`src/rtl/nphc_pkg.sv`:
```
// ----------------------------------------------------------------------------
// nphc_pkg
// Shared types, codes and constants of the nearest point heading controller.
// ----------------------------------------------------------------------------
package nphc_pkg;

   // item kinds
   localparam int OPCODE_W = 2;
   localparam logic [OPCODE_W-1:0] OP_POINT = 2'd0;
   localparam logic [OPCODE_W-1:0] OP_JOINT = 2'd1;
   localparam logic [OPCODE_W-1:0] OP_TICK  = 2'd2;
   localparam logic [OPCODE_W-1:0] OP_NONE  = 2'd3;

   // register file
   localparam int CSR_ADDR_W = 3;
   localparam int CSR_DATA_W = 16;
   localparam logic [CSR_ADDR_W-1:0] REG_MOUNT_OFFSET  = 3'd0;
   localparam logic [CSR_ADDR_W-1:0] REG_LOOP_GAIN     = 3'd1;
   localparam logic [CSR_ADDR_W-1:0] REG_DEADBAND      = 3'd2;
   localparam logic [CSR_ADDR_W-1:0] REG_MAX_RATE      = 3'd3;
   localparam logic [CSR_ADDR_W-1:0] REG_TIMEOUT_TICKS = 3'd4;

   localparam int MOUNT_W   = 16;
   localparam int GAIN_W    = 16;
   localparam int DEADBAND_W = 15;
   localparam int MAX_RATE_W = 15;
   localparam int TICK_W    = 8;

   localparam logic signed [MOUNT_W-1:0]  MOUNT_RESET    = 16'sd6434;
   localparam logic [GAIN_W-1:0]          GAIN_RESET     = 16'd4096;
   localparam logic [DEADBAND_W-1:0]      DEADBAND_RESET = 15'd410;
   localparam logic [MAX_RATE_W-1:0]      MAX_RATE_RESET = 15'd2048;
   localparam logic [TICK_W-1:0]          TIMEOUT_RESET  = 8'd10;
   localparam logic [TICK_W-1:0]          TICK_MAX       = 8'hFF;

   // angle formats
   localparam int BEARING_W   = 16;
   localparam int RATE_OUT_W  = 16;
   localparam int PI_Q12      = 12868;
   localparam int TWO_PI_Q12  = 25736;
   localparam int WRAPPED_W   = 15;
   localparam int PROD_W      = WRAPPED_W + GAIN_W + 1;
   localparam int RATE_SHIFT  = 12;
   localparam int RATE_W      = PROD_W - RATE_SHIFT;

   // CORDIC: vectors scaled to a fixed 56-bit span, angle in Q.24
   localparam int CORDIC_SPAN = 56;
   localparam int CORDIC_W    = CORDIC_SPAN + 3;
   localparam int Z_W         = 28;
   localparam int HALF_PI_Q24 = 26353589;
   localparam int Z_ROUND     = 2048;
   localparam int Z_SHIFT     = 12;

   localparam int STEP_W = 5;

   // result kinds
   localparam logic [1:0] OUT_ZERO    = 2'd0;
   localparam logic [1:0] OUT_TIMEOUT = 2'd1;
   localparam logic [1:0] OUT_RATE    = 2'd2;

   typedef struct packed {
      logic              capture;
      logic              pt_update;
      logic              cord_step;
      logic              bear_write;
      logic              err_load;
      logic              wrap_step;
      logic              mul_load;
      logic              out_load;
      logic [1:0]        out_kind;
      logic [STEP_W-1:0] step;
   } nphc_cmd_type;

   typedef struct packed {
      logic last_point;
      logic publish_ok;
      logic timeout_hit;
   } nphc_status_type;

   // error word must hold bearing - waist - mount without overflow
   function automatic int err_width(input int angle_w);
      return ((angle_w > MOUNT_W) ? angle_w : MOUNT_W) + 2;
   endfunction

   function automatic logic signed [Z_W-1:0] atan_q24(input logic [STEP_W-1:0] idx);
      logic signed [Z_W-1:0] v;
      case (idx)
         5'd0:  v = Z_W'(13176795);
         5'd1:  v = Z_W'(7778716);
         5'd2:  v = Z_W'(4110060);
         5'd3:  v = Z_W'(2086331);
         5'd4:  v = Z_W'(1047214);
         5'd5:  v = Z_W'(524117);
         5'd6:  v = Z_W'(262123);
         5'd7:  v = Z_W'(131069);
         5'd8:  v = Z_W'(65536);
         5'd9:  v = Z_W'(32768);
         5'd10: v = Z_W'(16384);
         5'd11: v = Z_W'(8192);
         5'd12: v = Z_W'(4096);
         5'd13: v = Z_W'(2048);
         5'd14: v = Z_W'(1024);
         5'd15: v = Z_W'(512);
         5'd16: v = Z_W'(256);
         5'd17: v = Z_W'(128);
         5'd18: v = Z_W'(64);
         5'd19: v = Z_W'(32);
         5'd20: v = Z_W'(16);
         5'd21: v = Z_W'(8);
         5'd22: v = Z_W'(4);
         5'd23: v = Z_W'(2);
         default: v = '0;
      endcase
      return v;
   endfunction

endpackage

```
`src/rtl/nphc_req_if.sv`:
```
// ----------------------------------------------------------------------------
// nphc_req_if
// Input item channel: point, joint angle or tick words.
// ----------------------------------------------------------------------------
interface nphc_req_if #(
   parameter int COORD_WIDTH = 16,
   parameter int ANGLE_WIDTH = 16
);
   import nphc_pkg::*;

   logic                          valid;
   logic                          ready;
   logic [OPCODE_W-1:0]           opcode;
   logic signed [COORD_WIDTH-1:0] point_x;
   logic signed [COORD_WIDTH-1:0] point_y;
   logic                          last_point;
   logic signed [ANGLE_WIDTH-1:0] joint_angle;

   modport source (output valid, opcode, point_x, point_y, last_point, joint_angle,
                   input ready);
   modport sink   (input valid, opcode, point_x, point_y, last_point, joint_angle,
                   output ready);
endinterface

```
`src/rtl/nphc_rsp_if.sv`:
```
// ----------------------------------------------------------------------------
// nphc_rsp_if
// Result channel: one command word per tick.
// ----------------------------------------------------------------------------
interface nphc_rsp_if;
   import nphc_pkg::*;

   logic                         valid;
   logic                         ready;
   logic                         publish;
   logic signed [RATE_OUT_W-1:0] angular_rate;
   logic                         timed_out;

   modport source (output valid, publish, angular_rate, timed_out, input ready);
   modport sink   (input valid, publish, angular_rate, timed_out, output ready);
endinterface

```
`src/rtl/nphc_csr_if.sv`:
```
// ----------------------------------------------------------------------------
// nphc_csr_if
// Register write channel: index and data word.
// ----------------------------------------------------------------------------
interface nphc_csr_if;
   import nphc_pkg::*;

   logic                  valid;
   logic                  ready;
   logic [CSR_ADDR_W-1:0] index;
   logic [CSR_DATA_W-1:0] data;

   modport source (output valid, index, data, input ready);
   modport sink   (input valid, index, data, output ready);
endinterface

```
`src/rtl/nearest_point_heading_controller.sv`:
```
// Point word: captured, then compared; last point of a frame: compare, CORDIC_STEPS
// micro-rotations, bearing write. Joint word: captured on accept. Tick word: error, then
// the result if timed out or not publishing, else WRAP_STEPS = max(ANGLE_WIDTH,16) - 12
// wrap steps, gain, rate. One word at a time; input waits through CORDIC and wrap steps.
// Reset is synchronous, active high: registers return to defaults, no frame or joint seen.
// ----------------------------------------------------------------------------
// nearest_point_heading_controller
// Turns toward the nearest point of each frame with a proportional rate command.
// ----------------------------------------------------------------------------
module nearest_point_heading_controller #(
   parameter int CORDIC_STEPS = 16,
   parameter int COORD_WIDTH  = 16,
   parameter int ANGLE_WIDTH  = 16
) (
   input logic        clock,
   input logic        reset,
   nphc_req_if.sink   req_ch,
   nphc_rsp_if.source rsp_ch,
   nphc_csr_if.sink   csr_ch
);
   import nphc_pkg::*;

   // the wrap search visits one power of two pi per cycle
   localparam int WRAP_STEPS = err_width(ANGLE_WIDTH) - 14;

   nphc_cmd_type    cmd;
   nphc_status_type status;
   logic            csr_write;

   // Registers take a write any cycle out of reset; the host must write only while idle, the block does not enforce it.
   assign csr_ch.ready = !reset;
   assign csr_write    = csr_ch.valid && csr_ch.ready;

   // Sequencer: holds req ready only in its idle state, and holds the result
   // word in the output register until the sink takes it, so the next input
   // word may already be accepted while a result waits.
   nphc_ctrl #(
      .CORDIC_STEPS (CORDIC_STEPS),
      .WRAP_STEPS   (WRAP_STEPS)
   ) u_ctrl (
      .clock      (clock),
      .reset      (reset),
      .req_valid  (req_ch.valid),
      .req_opcode (req_ch.opcode),
      .req_ready  (req_ch.ready),
      .rsp_valid  (rsp_ch.valid),
      .rsp_ready  (rsp_ch.ready),
      .status     (status),
      .cmd        (cmd)
   );

   // Datapath: squared distance search over the frame, iterative atan2 at its
   // last point; a tick: error, and for a rate wrap, deadband, gain, clamp.
   nphc_dpath #(
      .COORD_WIDTH (COORD_WIDTH),
      .ANGLE_WIDTH (ANGLE_WIDTH)
   ) u_dpath (
      .clock            (clock),
      .reset            (reset),
      .cmd              (cmd),
      .status           (status),
      .req_opcode       (req_ch.opcode),
      .req_point_x      (req_ch.point_x),
      .req_point_y      (req_ch.point_y),
      .req_last_point   (req_ch.last_point),
      .req_joint_angle  (req_ch.joint_angle),
      .csr_write        (csr_write),
      .csr_index        (csr_ch.index),
      .csr_data         (csr_ch.data),
      .rsp_publish      (rsp_ch.publish),
      .rsp_angular_rate (rsp_ch.angular_rate),
      .rsp_timed_out    (rsp_ch.timed_out)
   );

endmodule

```
`src/rtl/nphc_ctrl.sv`:
```
// ----------------------------------------------------------------------------
// nphc_ctrl
// Sequencer: dispatches items, runs CORDIC and wrap iterations, owns rsp valid.
// ----------------------------------------------------------------------------
module nphc_ctrl #(
   parameter int CORDIC_STEPS = 16,
   parameter int WRAP_STEPS   = 4
) (
   input  logic                               clock,
   input  logic                               reset,
   input  logic                               req_valid,
   input  logic [nphc_pkg::OPCODE_W-1:0]      req_opcode,
   output logic                               req_ready,
   output logic                               rsp_valid,
   input  logic                               rsp_ready,
   input  nphc_pkg::nphc_status_type          status,
   output nphc_pkg::nphc_cmd_type             cmd
);
   import nphc_pkg::*;

   localparam logic [2:0] S_IDLE   = 3'd0;
   localparam logic [2:0] S_PT_UPD = 3'd1;
   localparam logic [2:0] S_CORD   = 3'd2;
   localparam logic [2:0] S_BEAR   = 3'd3;
   localparam logic [2:0] S_TICK   = 3'd4;
   localparam logic [2:0] S_WRAP   = 3'd5;
   localparam logic [2:0] S_MUL    = 3'd6;
   localparam logic [2:0] S_RATE   = 3'd7;

   localparam logic [STEP_W-1:0] CORD_LAST = STEP_W'(CORDIC_STEPS - 1);
   localparam logic [STEP_W-1:0] WRAP_TOP  = STEP_W'(WRAP_STEPS - 1);

   logic [2:0]        state_ff, state_in;
   logic [STEP_W-1:0] step_ff, step_in;
   logic              rsp_valid_ff, rsp_valid_in;
   logic              accept;
   logic              out_free;

   assign req_ready = (state_ff == S_IDLE) && !reset;
   assign accept    = req_valid && req_ready;
   assign out_free  = !rsp_valid_ff || rsp_ready;
   assign rsp_valid = rsp_valid_ff;

   always_comb begin
      state_in = state_ff;
      step_in  = step_ff;
      cmd      = '0;
      cmd.step = step_ff;
      unique case (state_ff)
         S_IDLE: begin
            if (accept) begin
               cmd.capture = 1'b1;
               unique case (req_opcode)
                  OP_POINT: state_in = S_PT_UPD;
                  OP_TICK:  state_in = S_TICK;
                  OP_JOINT: state_in = S_IDLE;
                  OP_NONE:  state_in = S_IDLE;
               endcase
            end
         end
         S_PT_UPD: begin
            cmd.pt_update = 1'b1;
            if (status.last_point) begin
               state_in = S_CORD;
               step_in  = '0;
            end else begin
               state_in = S_IDLE;
            end
         end
         S_CORD: begin
            cmd.cord_step = 1'b1;
            if (step_ff == CORD_LAST) begin
               state_in = S_BEAR;
            end else begin
               step_in = step_ff + 1'b1;
            end
         end
         S_BEAR: begin
            cmd.bear_write = 1'b1;
            state_in       = S_IDLE;
         end
         S_TICK: begin
            cmd.err_load = 1'b1;
            priority if (!status.publish_ok) begin
               if (out_free) begin
                  cmd.out_load = 1'b1;
                  cmd.out_kind = OUT_ZERO;
                  state_in     = S_IDLE;
               end
            end else if (status.timeout_hit) begin
               if (out_free) begin
                  cmd.out_load = 1'b1;
                  cmd.out_kind = OUT_TIMEOUT;
                  state_in     = S_IDLE;
               end
            end else begin
               state_in = S_WRAP;
               step_in  = WRAP_TOP;
            end
         end
         S_WRAP: begin
            cmd.wrap_step = 1'b1;
            if (step_ff == '0) begin
               state_in = S_MUL;
            end else begin
               step_in = step_ff - 1'b1;
            end
         end
         S_MUL: begin
            cmd.mul_load = 1'b1;
            state_in     = S_RATE;
         end
         S_RATE: begin
            if (out_free) begin
               cmd.out_load = 1'b1;
               cmd.out_kind = OUT_RATE;
               state_in     = S_IDLE;
            end
         end
      endcase
   end

   always_comb begin
      priority if (cmd.out_load) begin
         rsp_valid_in = 1'b1;
      end else if (rsp_ready) begin
         rsp_valid_in = 1'b0;
      end else begin
         rsp_valid_in = rsp_valid_ff;
      end
   end

   always_ff @(posedge clock) begin
      if (reset) begin
         state_ff     <= S_IDLE;
         step_ff      <= '0;
         rsp_valid_ff <= 1'b0;
      end else begin
         state_ff     <= state_in;
         step_ff      <= step_in;
         rsp_valid_ff <= rsp_valid_in;
      end
   end

endmodule

```
`src/rtl/nphc_dpath.sv`:
```
// ----------------------------------------------------------------------------
// nphc_dpath
// Datapath: registers, nearest point search, CORDIC, wrap, gain and clamp.
// ----------------------------------------------------------------------------
module nphc_dpath #(
   parameter int COORD_WIDTH = 16,
   parameter int ANGLE_WIDTH = 16
) (
   input  logic                                    clock,
   input  logic                                    reset,
   input  nphc_pkg::nphc_cmd_type                  cmd,
   output nphc_pkg::nphc_status_type               status,
   input  logic [nphc_pkg::OPCODE_W-1:0]           req_opcode,
   input  logic signed [COORD_WIDTH-1:0]           req_point_x,
   input  logic signed [COORD_WIDTH-1:0]           req_point_y,
   input  logic                                    req_last_point,
   input  logic signed [ANGLE_WIDTH-1:0]           req_joint_angle,
   input  logic                                    csr_write,
   input  logic [nphc_pkg::CSR_ADDR_W-1:0]         csr_index,
   input  logic [nphc_pkg::CSR_DATA_W-1:0]         csr_data,
   output logic                                    rsp_publish,
   output logic signed [nphc_pkg::RATE_OUT_W-1:0]  rsp_angular_rate,
   output logic                                    rsp_timed_out
);
   import nphc_pkg::*;

   localparam int CW     = COORD_WIDTH;
   localparam int SQ_W   = 2 * CW - 1;
   localparam int DIST_W = 2 * CW;
   localparam int CSCALE = CORDIC_SPAN - CW;
   localparam int ERR_W  = err_width(ANGLE_WIDTH);
   localparam int WW     = ERR_W + 2;

   localparam logic signed [WW-1:0] PI_W     = WW'(PI_Q12);
   localparam logic signed [WW-1:0] TWO_PI_W = WW'(TWO_PI_Q12);

   // configuration
   logic signed [MOUNT_W-1:0] mount_ff;
   logic [GAIN_W-1:0]         gain_ff;
   logic [DEADBAND_W-1:0]     deadband_ff;
   logic [MAX_RATE_W-1:0]     max_rate_ff;
   logic [TICK_W-1:0]         timeout_ff;

   // captured point and squares
   logic signed [CW-1:0]     px_ff, py_ff;
   logic [SQ_W-1:0]          sqx_ff, sqy_ff;
   logic signed [DIST_W-1:0] sqx_full, sqy_full;
   logic                     last_ff;

   // frame search
   logic [DIST_W-1:0]    pt_dist;
   logic                 take;
   logic signed [CW-1:0] sel_x, sel_y;
   logic [DIST_W-1:0]    best_d_ff;
   logic signed [CW-1:0] best_x_ff, best_y_ff;
   logic                 frame_open_ff;

   // CORDIC
   logic signed [CORDIC_W-1:0] x0, y0;
   logic signed [CORDIC_W-1:0] cx_ff, cy_ff, cx_in, cy_in;
   logic signed [CORDIC_W-1:0] cx_ld, cy_ld;
   logic signed [Z_W-1:0]      cz_ff, cz_in, cz_ld;
   logic signed [CORDIC_W-1:0] xs, ys;
   logic signed [Z_W-1:0]      atan_v, z_round;

   // controller state of the model
   logic signed [BEARING_W-1:0]   bearing_ff;
   logic signed [ANGLE_WIDTH-1:0] waist_ff;
   logic                          have_frame_ff, have_joint_ff;
   logic [TICK_W-1:0]             ticks_ff;

   // error path
   logic signed [ERR_W-1:0]     err_raw;
   logic signed [WW-1:0]        w_ff, w_in, chunk, w_try;
   logic                        neg_ff;
   logic signed [WRAPPED_W-1:0] ew;
   logic [WRAPPED_W-1:0]        mag;
   logic signed [PROD_W-1:0]    prod_ff;
   logic                        dead_ff;
   logic signed [RATE_W-1:0]    r, max_s;
   logic signed [RATE_OUT_W-1:0] rate_sel;

   // result word
   logic                         pub_ff, to_ff;
   logic signed [RATE_OUT_W-1:0] rate_ff;

   assign status.last_point  = last_ff;
   assign status.publish_ok  = have_frame_ff && have_joint_ff;
   assign status.timeout_hit = (ticks_ff > timeout_ff) || (ticks_ff == TICK_MAX);

   assign rsp_publish      = pub_ff;
   assign rsp_angular_rate = rate_ff;
   assign rsp_timed_out    = to_ff;

   // squares, one register stage before the compare
   assign sqx_full = DIST_W'(req_point_x) * DIST_W'(req_point_x);
   assign sqy_full = DIST_W'(req_point_y) * DIST_W'(req_point_y);

   // nearest point: earliest wins on ties
   assign pt_dist = DIST_W'(sqx_ff) + DIST_W'(sqy_ff);
   assign take    = !frame_open_ff || (pt_dist < best_d_ff);
   assign sel_x   = take ? px_ff : best_x_ff;
   assign sel_y   = take ? py_ff : best_y_ff;

   // scale into the CORDIC span and fold the left half plane
   assign x0 = CORDIC_W'(sel_x) <<< CSCALE;
   assign y0 = CORDIC_W'(sel_y) <<< CSCALE;

   always_comb begin
      cx_ld = x0;
      cy_ld = y0;
      cz_ld = '0;
      if (x0 < 0) begin
         if (y0 >= 0) begin
            cx_ld = y0;
            cy_ld = -x0;
            cz_ld = Z_W'(HALF_PI_Q24);
         end else begin
            cx_ld = -y0;
            cy_ld = x0;
            cz_ld = -Z_W'(HALF_PI_Q24);
         end
      end
   end

   // one micro-rotation a cycle
   assign xs     = cx_ff >>> cmd.step;
   assign ys     = cy_ff >>> cmd.step;
   assign atan_v = atan_q24(cmd.step);

   always_comb begin
      cx_in = cx_ff;
      cy_in = cy_ff;
      cz_in = cz_ff;
      priority if (cmd.pt_update && last_ff) begin
         cx_in = cx_ld;
         cy_in = cy_ld;
         cz_in = cz_ld;
      end else if (cmd.cord_step) begin
         if (cy_ff > 0) begin
            cx_in = cx_ff + ys;
            cy_in = cy_ff - xs;
            cz_in = cz_ff + atan_v;
         end else if (cy_ff < 0) begin
            cx_in = cx_ff - ys;
            cy_in = cy_ff + xs;
            cz_in = cz_ff - atan_v;
         end
      end
   end

   assign z_round = cz_ff + Z_W'(Z_ROUND);

   // error wrap: binary search on the multiple of two pi, top chunk first
   assign err_raw = ERR_W'(bearing_ff) - ERR_W'(waist_ff) - ERR_W'(mount_ff);
   assign chunk   = TWO_PI_W << cmd.step;
   assign w_try   = neg_ff ? (w_ff + chunk) : (w_ff - chunk);

   always_comb begin
      w_in = w_ff;
      priority if (cmd.err_load) begin
         w_in = WW'(err_raw);
      end else if (cmd.wrap_step) begin
         if (neg_ff ? (w_try < PI_W) : (w_try > -PI_W)) begin
            w_in = w_try;
         end
      end
   end

   assign ew  = $signed(w_ff[WRAPPED_W-1:0]);
   assign mag = ew[WRAPPED_W-1] ? WRAPPED_W'(-ew) : ew;

   // floor shift, then clamp to the rate limit
   assign r     = prod_ff[PROD_W-1:RATE_SHIFT];
   assign max_s = $signed(RATE_W'(max_rate_ff));

   always_comb begin
      priority if (dead_ff) begin
         rate_sel = '0;
      end else if (r > max_s) begin
         rate_sel = RATE_OUT_W'(max_s);
      end else if (r < -max_s) begin
         rate_sel = RATE_OUT_W'(-max_s);
      end else begin
         rate_sel = RATE_OUT_W'(r);
      end
   end

   // control flags and configuration
   always_ff @(posedge clock) begin
      if (reset) begin
         mount_ff      <= MOUNT_RESET;
         gain_ff       <= GAIN_RESET;
         deadband_ff   <= DEADBAND_RESET;
         max_rate_ff   <= MAX_RATE_RESET;
         timeout_ff    <= TIMEOUT_RESET;
         frame_open_ff <= 1'b0;
         have_frame_ff <= 1'b0;
         have_joint_ff <= 1'b0;
         ticks_ff      <= '0;
      end else begin
         if (csr_write) begin
            unique case (csr_index)
               REG_MOUNT_OFFSET:  mount_ff    <= $signed(csr_data[MOUNT_W-1:0]);
               REG_LOOP_GAIN:     gain_ff     <= csr_data[GAIN_W-1:0];
               REG_DEADBAND:      deadband_ff <= csr_data[DEADBAND_W-1:0];
               REG_MAX_RATE:      max_rate_ff <= csr_data[MAX_RATE_W-1:0];
               REG_TIMEOUT_TICKS: timeout_ff  <= csr_data[TICK_W-1:0];
               default: ;
            endcase
         end
         if (cmd.capture && (req_opcode == OP_JOINT)) begin
            have_joint_ff <= 1'b1;
         end
         if (cmd.capture && (req_opcode == OP_TICK) && (ticks_ff != TICK_MAX)) begin
            ticks_ff <= ticks_ff + 1'b1;
         end
         if (cmd.pt_update) begin
            frame_open_ff <= !last_ff;
            if (last_ff) begin
               have_frame_ff <= 1'b1;
               ticks_ff      <= '0;
            end
         end
      end
   end

   // payload registers
   always_ff @(posedge clock) begin
      if (cmd.capture && (req_opcode == OP_POINT)) begin
         px_ff   <= req_point_x;
         py_ff   <= req_point_y;
         sqx_ff  <= sqx_full[SQ_W-1:0];
         sqy_ff  <= sqy_full[SQ_W-1:0];
         last_ff <= req_last_point;
      end
      if (cmd.capture && (req_opcode == OP_JOINT)) begin
         waist_ff <= req_joint_angle;
      end
      if (cmd.pt_update && take) begin
         best_d_ff <= pt_dist;
         best_x_ff <= px_ff;
         best_y_ff <= py_ff;
      end
      cx_ff <= cx_in;
      cy_ff <= cy_in;
      cz_ff <= cz_in;
      if (cmd.bear_write) begin
         bearing_ff <= z_round[Z_SHIFT +: BEARING_W];
      end
      w_ff <= w_in;
      if (cmd.err_load) begin
         neg_ff <= err_raw < 0;
      end
      if (cmd.mul_load) begin
         prod_ff <= PROD_W'(ew) * PROD_W'($signed({1'b0, gain_ff}));
         dead_ff <= mag <= deadband_ff;
      end
      if (cmd.out_load) begin
         unique case (cmd.out_kind)
            OUT_ZERO: begin
               pub_ff  <= 1'b0;
               rate_ff <= '0;
               to_ff   <= 1'b0;
            end
            OUT_TIMEOUT: begin
               pub_ff  <= 1'b1;
               rate_ff <= '0;
               to_ff   <= 1'b1;
            end
            default: begin
               pub_ff  <= 1'b1;
               rate_ff <= rate_sel;
               to_ff   <= 1'b0;
            end
         endcase
      end
   end

endmodule

```
`src/flat_wrapper.sv`:
```
// flat-port wrapper written by rule: the top's interface ports become plain ports
module nearest_point_heading_controller_flat import nphc_pkg::*;
#(
   parameter int CORDIC_STEPS = 16,
   parameter int COORD_WIDTH  = 16,
   parameter int ANGLE_WIDTH  = 16
)
  (clock, reset, req_ch_valid, req_ch_opcode, req_ch_point_x, req_ch_point_y, req_ch_last_point, req_ch_joint_angle, req_ch_ready, rsp_ch_valid, rsp_ch_publish, rsp_ch_angular_rate, rsp_ch_timed_out, rsp_ch_ready, csr_ch_valid, csr_ch_index, csr_ch_data, csr_ch_ready);
  nphc_req_if #(.COORD_WIDTH(COORD_WIDTH), .ANGLE_WIDTH(ANGLE_WIDTH)) req_ch_i ();
  nphc_rsp_if rsp_ch_i ();
  nphc_csr_if csr_ch_i ();
  input logic clock;
  input logic reset;
  input wire logic [$bits(req_ch_i.valid)-1:0] req_ch_valid;
  input wire logic [$bits(req_ch_i.opcode)-1:0] req_ch_opcode;
  input wire logic [$bits(req_ch_i.point_x)-1:0] req_ch_point_x;
  input wire logic [$bits(req_ch_i.point_y)-1:0] req_ch_point_y;
  input wire logic [$bits(req_ch_i.last_point)-1:0] req_ch_last_point;
  input wire logic [$bits(req_ch_i.joint_angle)-1:0] req_ch_joint_angle;
  output wire logic [$bits(req_ch_i.ready)-1:0] req_ch_ready;
  output wire logic [$bits(rsp_ch_i.valid)-1:0] rsp_ch_valid;
  output wire logic [$bits(rsp_ch_i.publish)-1:0] rsp_ch_publish;
  output wire logic [$bits(rsp_ch_i.angular_rate)-1:0] rsp_ch_angular_rate;
  output wire logic [$bits(rsp_ch_i.timed_out)-1:0] rsp_ch_timed_out;
  input wire logic [$bits(rsp_ch_i.ready)-1:0] rsp_ch_ready;
  input wire logic [$bits(csr_ch_i.valid)-1:0] csr_ch_valid;
  input wire logic [$bits(csr_ch_i.index)-1:0] csr_ch_index;
  input wire logic [$bits(csr_ch_i.data)-1:0] csr_ch_data;
  output wire logic [$bits(csr_ch_i.ready)-1:0] csr_ch_ready;
  assign req_ch_i.valid = req_ch_valid;
  assign req_ch_i.opcode = req_ch_opcode;
  assign req_ch_i.point_x = req_ch_point_x;
  assign req_ch_i.point_y = req_ch_point_y;
  assign req_ch_i.last_point = req_ch_last_point;
  assign req_ch_i.joint_angle = req_ch_joint_angle;
  assign req_ch_ready = req_ch_i.ready;
  assign rsp_ch_valid = rsp_ch_i.valid;
  assign rsp_ch_publish = rsp_ch_i.publish;
  assign rsp_ch_angular_rate = rsp_ch_i.angular_rate;
  assign rsp_ch_timed_out = rsp_ch_i.timed_out;
  assign rsp_ch_i.ready = rsp_ch_ready;
  assign csr_ch_i.valid = csr_ch_valid;
  assign csr_ch_i.index = csr_ch_index;
  assign csr_ch_i.data = csr_ch_data;
  assign csr_ch_ready = csr_ch_i.ready;
  nearest_point_heading_controller #(.CORDIC_STEPS(CORDIC_STEPS), .COORD_WIDTH(COORD_WIDTH), .ANGLE_WIDTH(ANGLE_WIDTH)) u_core (.clock(clock), .reset(reset), .req_ch(req_ch_i), .rsp_ch(rsp_ch_i), .csr_ch(csr_ch_i));
endmodule
```
`config.mk`:
```
export PLATFORM = sky130hd
export DESIGN_NAME = nearest_point_heading_controller_flat
export DESIGN_NICKNAME = d
export VERILOG_FILES = /design/src/rtl/nphc_pkg.sv /design/src/rtl/nphc_req_if.sv /design/src/rtl/nphc_rsp_if.sv /design/src/rtl/nphc_csr_if.sv /design/src/rtl/nearest_point_heading_controller.sv /design/src/rtl/nphc_ctrl.sv /design/src/rtl/nphc_dpath.sv /design/src/flat_wrapper.sv
export SDC_FILE = /design/constraint.sdc
export NUM_CORES = 2
export LEC_CHECK = 0
export BUFFER_PORTS_ARGS = -buffer_cell sky130_fd_sc_hd__buf_2
export CAP_MARGIN = 15
export CORE_MARGIN = 5
export CORE_UTILIZATION = 50
export CTS_CLUSTER_DIAMETER = 120
export CTS_CLUSTER_SIZE = 14
export DETAILED_ROUTE_END_ITERATION = 10
export GPL_ROUTABILITY_DRIVEN = 0
export GPL_TIMING_DRIVEN = 1
export PLACE_DENSITY_LB_ADDON = 0.2
export SYNTH_ARGS = -nofsm -noshare
export SYNTH_HDL_FRONTEND = slang
export SYNTH_SLANG_ARGS = --single-unit
```
`constraint.sdc`:
```
create_clock -name clock -period 38 [get_ports clock]
set_input_delay 1.9 -clock clock [delete_from_list [all_inputs] [get_ports clock]]
set_output_delay 1.9 -clock clock [all_outputs]
set_load 0.1 [all_outputs]
```
# After elaboration in Yosys (flattened, before gate mapping)
# Memories as Yosys holds them, arrays and structs flattened. A register that Yosys moved wholly into a read port is not among the register bits.
# Cells that the tools add are included.
[totals]
register_bits = 499
rom_bits = 768
inputBits = 75
output_inout_bits = 21
wordCells = 204
n_memories = 1
[mem_list]
columns = ["name", "words", "width", "rd", "rd_ports_with_merged_regs", "wr", "line_no", "rtl"]
rows = [
  ["(no name shown)", 32, 24, 1, 1, 0, "nphc_pkg.sv:87", "case (idx)"],
]
[classes]
add_sub_neg = 19
n_mul = 3
order_cmp = 12
eq_ne = 26
shift = 3
mux = 66
n_reduce_logical = 41
[ops]
columns = ["op", "count"]
rows = [
  ["59-bit 2-to-1 mux", 12],
  ["28-bit 2-to-1 mux", 6],
  ["59-bit adder", 2],
  ["56-bit negation with 59-bit output", 2],
  ["59-bit by 5-bit >>> shifter with 59-bit output", 2],
  ["59-bit subtractor", 2],
  ["20-bit 2-to-1 mux", 4],
  ["16-bit by 16-bit multiplier with 31-bit output", 2],
  ["59-bit by 1-bit > comparator with 1-bit output (second input constant)", 1],
  ["59-bit by 1-bit < comparator with 1-bit output (second input constant)", 1],
  ["56-bit by 1-bit greater-or-equal comparator with 1-bit output (second input constant)", 1],
  ["56-bit by 1-bit < comparator with 1-bit output (second input constant)", 1],
  ["16-bit 2-to-1 mux", 3],
  ["5-bit 2-to-1 mux", 7],
  ["3-bit 2-to-1 mux", 11],
  ["31-bit by 31-bit adder with 32-bit output", 1],
  ["32-bit < comparator", 1],
  ["15-bit by 17-bit multiplier with 32-bit output", 1],
  ["15-bit 2-to-1 mux", 2],
  ["28-bit by 13-bit adder with 28-bit output (second input constant)", 1],
  ["28-bit adder", 1],
  ["28-bit subtractor", 1],
  ["8-bit 2-to-1 mux", 3],
  ["3-bit case mux with 8 select lines", 1],
  ["other kinds (46)", 101],
]

# Logic depth before layout (Yosys ltp)
[logic_depth]
ltp_word = 10
depth_mapped = 36
ltp_nobuf = 33

# By module
# A second synthesis with hierarchy kept.
[unflattened]
hier_cells = 7825
area_unflattened_um2 = 70836.7
[modules_own_cells]
columns = ["mod", "instances", "cells_per_inst", "area_each_um2", "seq_area_each_um2"]
rows = [
  ["nphc_dpath", 1, 7725, 70088.5, 13422.9],
  ["nphc_ctrl", 1, 98, 738.2, 180.2],
  ["nearest_point_heading_controller", 1, 2, 10.0, 0.0],
]

# Least setup slack after synthesis
# OpenSTA, ideal clock, no wires.
[synth_timing]
kind = "register to register"
startpoint = "register u_core.u_dpath.cy_ff[57]"
endpoint = "register u_core.u_dpath.cx_ff[0], enable pin"
setup_time_ps = 853
arrival_time_ps = 11263
required_ps = 37147
setup_slack_ps = 25884
stages_incl_launch_ff = 8
path_buffers = 1
synth_period_minus_slack_ps = 12116
path_cell_list = "edfxtp_1 -> clkbuf_1 -> nor4_1 -> nand4_1 -> nor4_1 -> inv_1 -> nor2_1 -> o21ai_0"
[synth_between]
elab_chain_cells = 3
word_cells_on_any_way = 4
classes_between = "2 x order compare; 2 x reduce/logical"
[synth_lines]
columns = ["element", "line_no", "rtl"]
rows = [
  ["from (decl)", "nphc_dpath.sv:60", "logic signed [CORDIC_W-1:0] cx_ff, cy_ff, cx_in, cy_in;"],
  ["from (signal assigned)", "nphc_dpath.sv:246", "cy_ff <= cy_in;"],
  ["59-bit by 1-bit > comparator with 1-bit output or 59-bit by 1-bit < comparator with 1-bit output (tied branches)", "nphc_dpath.sv:140, nphc_dpath.sv:144", ""],
  ["3-bit nonzero test (no source line) (*)", "n/a", ""],
  ["2-bit AND reduction (no source line) (*)", "n/a", ""],
  ["to (signal assigned)", "nphc_dpath.sv:245", "cx_ff <= cx_in;"],
  ["to (decl)", "nphc_dpath.sv:60", ""],
]
# Mark *: on every way between the ends. The rest lies on a longest branch, timed or not.
# A chain may end at the register's enable or synchronous reset.

# Worst setup path in the final report
[layout_timing]
startpoint = "register u_core.u_ctrl.step_ff[1]"
endpoint = "register u_core.u_dpath.cx_ff[56] (data pin)"
[layout_between]
elab_chain_cells = 6
word_cells_on_any_way = 7
classes_between = "2 x add/sub; 1 x shift; 4 x mux"
[layout_lines]
columns = ["element", "line_no", "rtl"]
rows = [
  ["from (decl)", "nphc_ctrl.sv:34", "logic [STEP_W-1:0] step_ff, step_in;"],
  ["from (signal assigned)", "nphc_ctrl.sv:140", "step_ff <= step_in;"],
  ["59-bit by 5-bit >>> shifter with 59-bit output (*)", "nphc_dpath.sv:128", "assign ys = cy_ff >>> cmd.step;"],
  ["59-bit subtractor", "nphc_dpath.sv:145", "cx_in = cx_ff - ys;"],
  ["59-bit 2-to-1 mux", "nphc_dpath.sv:144", "end else if (cy_ff < 0) begin"],
  ["59-bit 2-to-1 mux (*)", "nphc_dpath.sv:140", "if (cy_ff > 0) begin"],
  ["59-bit 2-to-1 mux (*)", "nphc_dpath.sv:139", "end else if (cmd.cord_step) begin"],
  ["59-bit 2-to-1 mux (*)", "nphc_dpath.sv:135", "priority if (cmd.pt_update && last_ff) begin"],
  ["named net u_core.u_dpath.cx_in[56]", "nphc_dpath.sv:60", ""],
]
# Mark *: on every way through the listed nets, which the timed path passes. The rest lies on a longest branch. The select of a mux whose other input is x is not followed.

==> results_dict.tcl <==
set metrics [dict create \
    grt_pass1_wl_um 317000 \
    tns_ps 0 \
    crit_required_ps 38370 \
    max_cap_violations 0 \
    total_power_mw 4.84 \
    fmax_ghz 0.110 \
    crit_chain "buf_4 -> mux4_2 -> mux2_2 -> o2bb2ai_1 -> a211oi_1 -> and3_1 -> nand3_1 -> or4_1 -> nor3_1 -> a21oi_1 -> nand2b_1 -> o21ai_0 -> ha_1 -> a21o_1 -> a2111oi_0 -> o21ai_0 -> nand2_1 -> a2bb2oi_1 -> o31ai_1 -> o41a_1 -> a221o_1 -> o31ai_1 -> xor2_1 -> nor2_1" \
    finalCritPeriodShare_pct 23.9 \
    min_to "u_core.u_dpath.mount_ff[6]" \
    synth_top_family_by_area "adder cells" \
    peakVddDrop_uv 278 \
    worstSetupStartpointType "flop" \
    place_inst 9353 \
    final-hold-violation-count 0 \
    worstPathMaxFanout 70 \
    grt.total_usage_pct 26.7 \
    first_pass_iters 9 \
    synthAdderAreaFrac_pct 29.4 \
    syn2layout_area_growth_pct 4.68 \
    portBuffers 95 \
    netlist_area_mm2 0.0705 \
    hp-start "u_core.u_dpath.mount_ff[6]" \
    synth-simple-area-share_pct 14.4 \
    cts_sinks 507 \
    rr_startpoint "u_core.u_ctrl.step_ff[1]" \
    syn-num-nets 8986 \
    syn-mean-instance-area_um2 9.22 \
    dp_hpwl_um 154000 \
    cts_resized 0 \
    reg2reg_to "u_core.u_dpath.cx_ff[56]" \
    die_x_um 386 \
    first_iter_violations 4996 \
    cp_slowest_cell "buf_4" \
    yosysSeqAreaShare_pct 20.0 \
    yosysTopAreaCell "fa_1" \
    yosys_warnings 0 \
    finalClockSkew_ps 98.1 \
    hold_path_class "flop to flop" \
    cts_root_buf "clkbuf_16" \
    synth_area_leaders "fa_1 19%, edfxtp_1 17%, ha_1 10%" \
    wirelength_um 200000 \
    synth_top_area_share_pct 19.0 \
    slowest_delay_ps 910 \
    drive_gt1_share_pct 7.01 \
    htree_levels 2 \
    cts.path.max_buffers 3 \
    synth.mux.area_fraction_pct 9.81 \
    drcViolationCount 0 \
    reg2reg_depth 24 \
    postLayoutCoreUtil_pct 52.8 \
    worst_pin_slew_ps 1080 \
    start_util_pct 50.4 \
    cts_hold_buf 0 \
    r2r_setup_slack_ps 28900 \
    whs_ps 455 \
    pin_count 96 \
    wire_per_inst_um 21.2 \
    path_clk_slew_ps 80 \
    path_delay_family "compound AO/OA/AOI/OAI gates" \
    core_area_mm2 0.140 \
    cts_buffers 44 \
    clock_latency_ps 690 \
    antenna_left 0 \
    power_density_mw_per_mm2 65.6 \
    post-route-min-period_ps 9100 \
    postCtsSetupBuffers 0 \
    grt_pass1_vias 56800 \
    die_area_mm2 0.149 \
    cp-end-kind "flop" \
    rows 137 \
    synth_compound_gate_area_share_pct 12.9 \
    via_count 56581 \
    outcome "finished clean" \
    drv_slew 0 \
    grt_max_degree 147 \
    hold_depth 2 \
    grt_setup_unrepaired "no" \
    viasPerCell 6.00 \
    cp_num_cells 24 \
    cts_tree "done" \
    synthDistinctLibCells 96 \
    slew_headroom_pct 27.6 \
    ys_async_sr_fraction_pct 0 \
    criticalPathCategory "flop to flop" \
    synth_xor_area_share_pct 6.03 \
    die_height_um 386 \
    syn-instance-count 7653 \
    grt-ovfl-total 0 \
    crit_buf_inv 1 \
    final_nets 8857 \
    final_cells 9433 \
    critPathArrivalTime_ps 9460 \
    synth_edf_count 393 \
    ys_seq_elements 507 \
    setup_violations 0 \
    synth_flop_cell "edfxtp_1" \
    antenna_found_initial 13 \
    leakage_nw 32.2 \
]
==> per-stage QoR <==
step                worst slack, ps  area [um^2]
floorplan                     25880        70500
global placement              28940        72500
detailed placement            28940        72500
CTS                           29210        73800
global route                  28600        73800
finish                        28900        73800
==> cell usage after synthesis, types with 63 or more instances <==
| cell type | instances |
|---|---|
| inv_1 | 1003 |
| nand2_1 | 736 |
| fa_1 | 670 |
| nor2_1 | 596 |
| ha_1 | 588 |
| a21oi_1 | 433 |
| edfxtp_1 | 393 |
| o21ai_0 | 319 |
| xnor2_1 | 311 |
| and2_1 | 213 |
| clkbuf_1 | 213 |
| mux2i_1 | 211 |
| xor2_1 | 175 |
| mux4_2 | 156 |
| a21o_1 | 132 |
| dfxtp_1 | 114 |
| nand3_1 | 107 |
| nor3_1 | 100 |
| nand2b_1 | 91 |
| mux2_2 | 85 |
| nor2b_1 | 63 |
==> layer usage <==
layer	routed length [um]	vias to the layer above	global-route usage (%)
met2	92600	2237	43.9
met3	15000	530	4.39
met5	65	-	0
met4	9060	10	10.2
met1	82900	27803	35.7
li1	-	26001	-
==> cells by family after synthesis <==
logic type      Yosys count
compound gates         1440
flops                   507
mux                     465
buf+inv                1335
xor+xnor                486
fa+ha+maj              1258
simple gates           2162
==> cells in the final DEF (no fill, tap or decap), types with 95 or more instances in the layout <==
cell	netlist	final
nand3_1	107	107
dfxtp_1	114	109
nand2_1	736	734
nor3_1	100	96
nor2_1	596	591
and2_1	213	213
xor2_1	175	175
o21ai_0	319	318
ha_1	588	588
mux2i_1	211	210
xnor2_1	311	311
mux4_2	156	156
inv_1	1003	1002
fa_1	670	670
a21o_1	132	132
a21oi_1	433	432
edfxtp_1	393	393
buf_2	47	95
==> report_power, final <==
| group | total [mW] | switching (mW) | internal (mW) |
|---|---|---|---|
| Clock | 0.465 | 0.231 | 0.234 |
| Sequential | 0.889 | 0.0542 | 0.835 |
| Combinational | 3.49 | 1.98 | 1.51 |
| Total | 4.84 | 2.26 | 2.58 |
==> worst max-delay path by stage <==
stage                                   from                   endpoint  slack (ps)
finish              u_core.u_ctrl.step_ff[1]   u_core.u_dpath.cx_ff[56]       28900
global route        u_core.u_ctrl.step_ff[1]   u_core.u_dpath.cx_ff[56]       28600
CTS                 u_core.u_ctrl.step_ff[1]   u_core.u_dpath.cx_ff[56]       29210
detailed placement         req_ch_point_y[4]  u_core.u_dpath.sqy_ff[28]       28940
global placement           req_ch_point_y[4]  u_core.u_dpath.sqy_ff[28]       28940
floorplan           u_core.u_dpath.cy_ff[57]    u_core.u_dpath.cx_ff[0]       25880
==> layout make-up <==
| class | instances | area [um^2] |
|---|---|---|
| Timing Repair Buffer | 153 | 936 |
| Multi-Input combinational cell | 5811 | 51300 |
| Antenna cell | 6 | 15.0 |
| Clock inverter | 9 | 183 |
| Fill cell | 12976 | 66000 |
| Sequential cell | 507 | 14100 |
| Clock buffer | 64 | 1190 |
| Inverter | 1007 | 3780 |
| Tap cell | 1876 | 2350 |
==> tightest hold or removal path: stages, from the launching register on <==
cell,delay (ps)
dfxtp_1,310
nand2_1,50
a21oi_1,50
==> sequential cells by signal, indices dropped and copies added (netlist names), 20 cells and up <==
signal and flops:
u_core.u_dpath.prod_ff 20, u_core.u_dpath.sqy_ff 29, u_core.u_dpath.atan_v 24, u_core.u_dpath.best_d_ff 32, u_core.u_dpath.cx_ff 59, u_core.u_dpath.sqx_ff 29, u_core.u_dpath.cy_ff 59, u_core.u_dpath.cz_ff 28
u_core.u_dpath.w_ff 20
No activity file was read; power rests on OpenSTA's default activity.
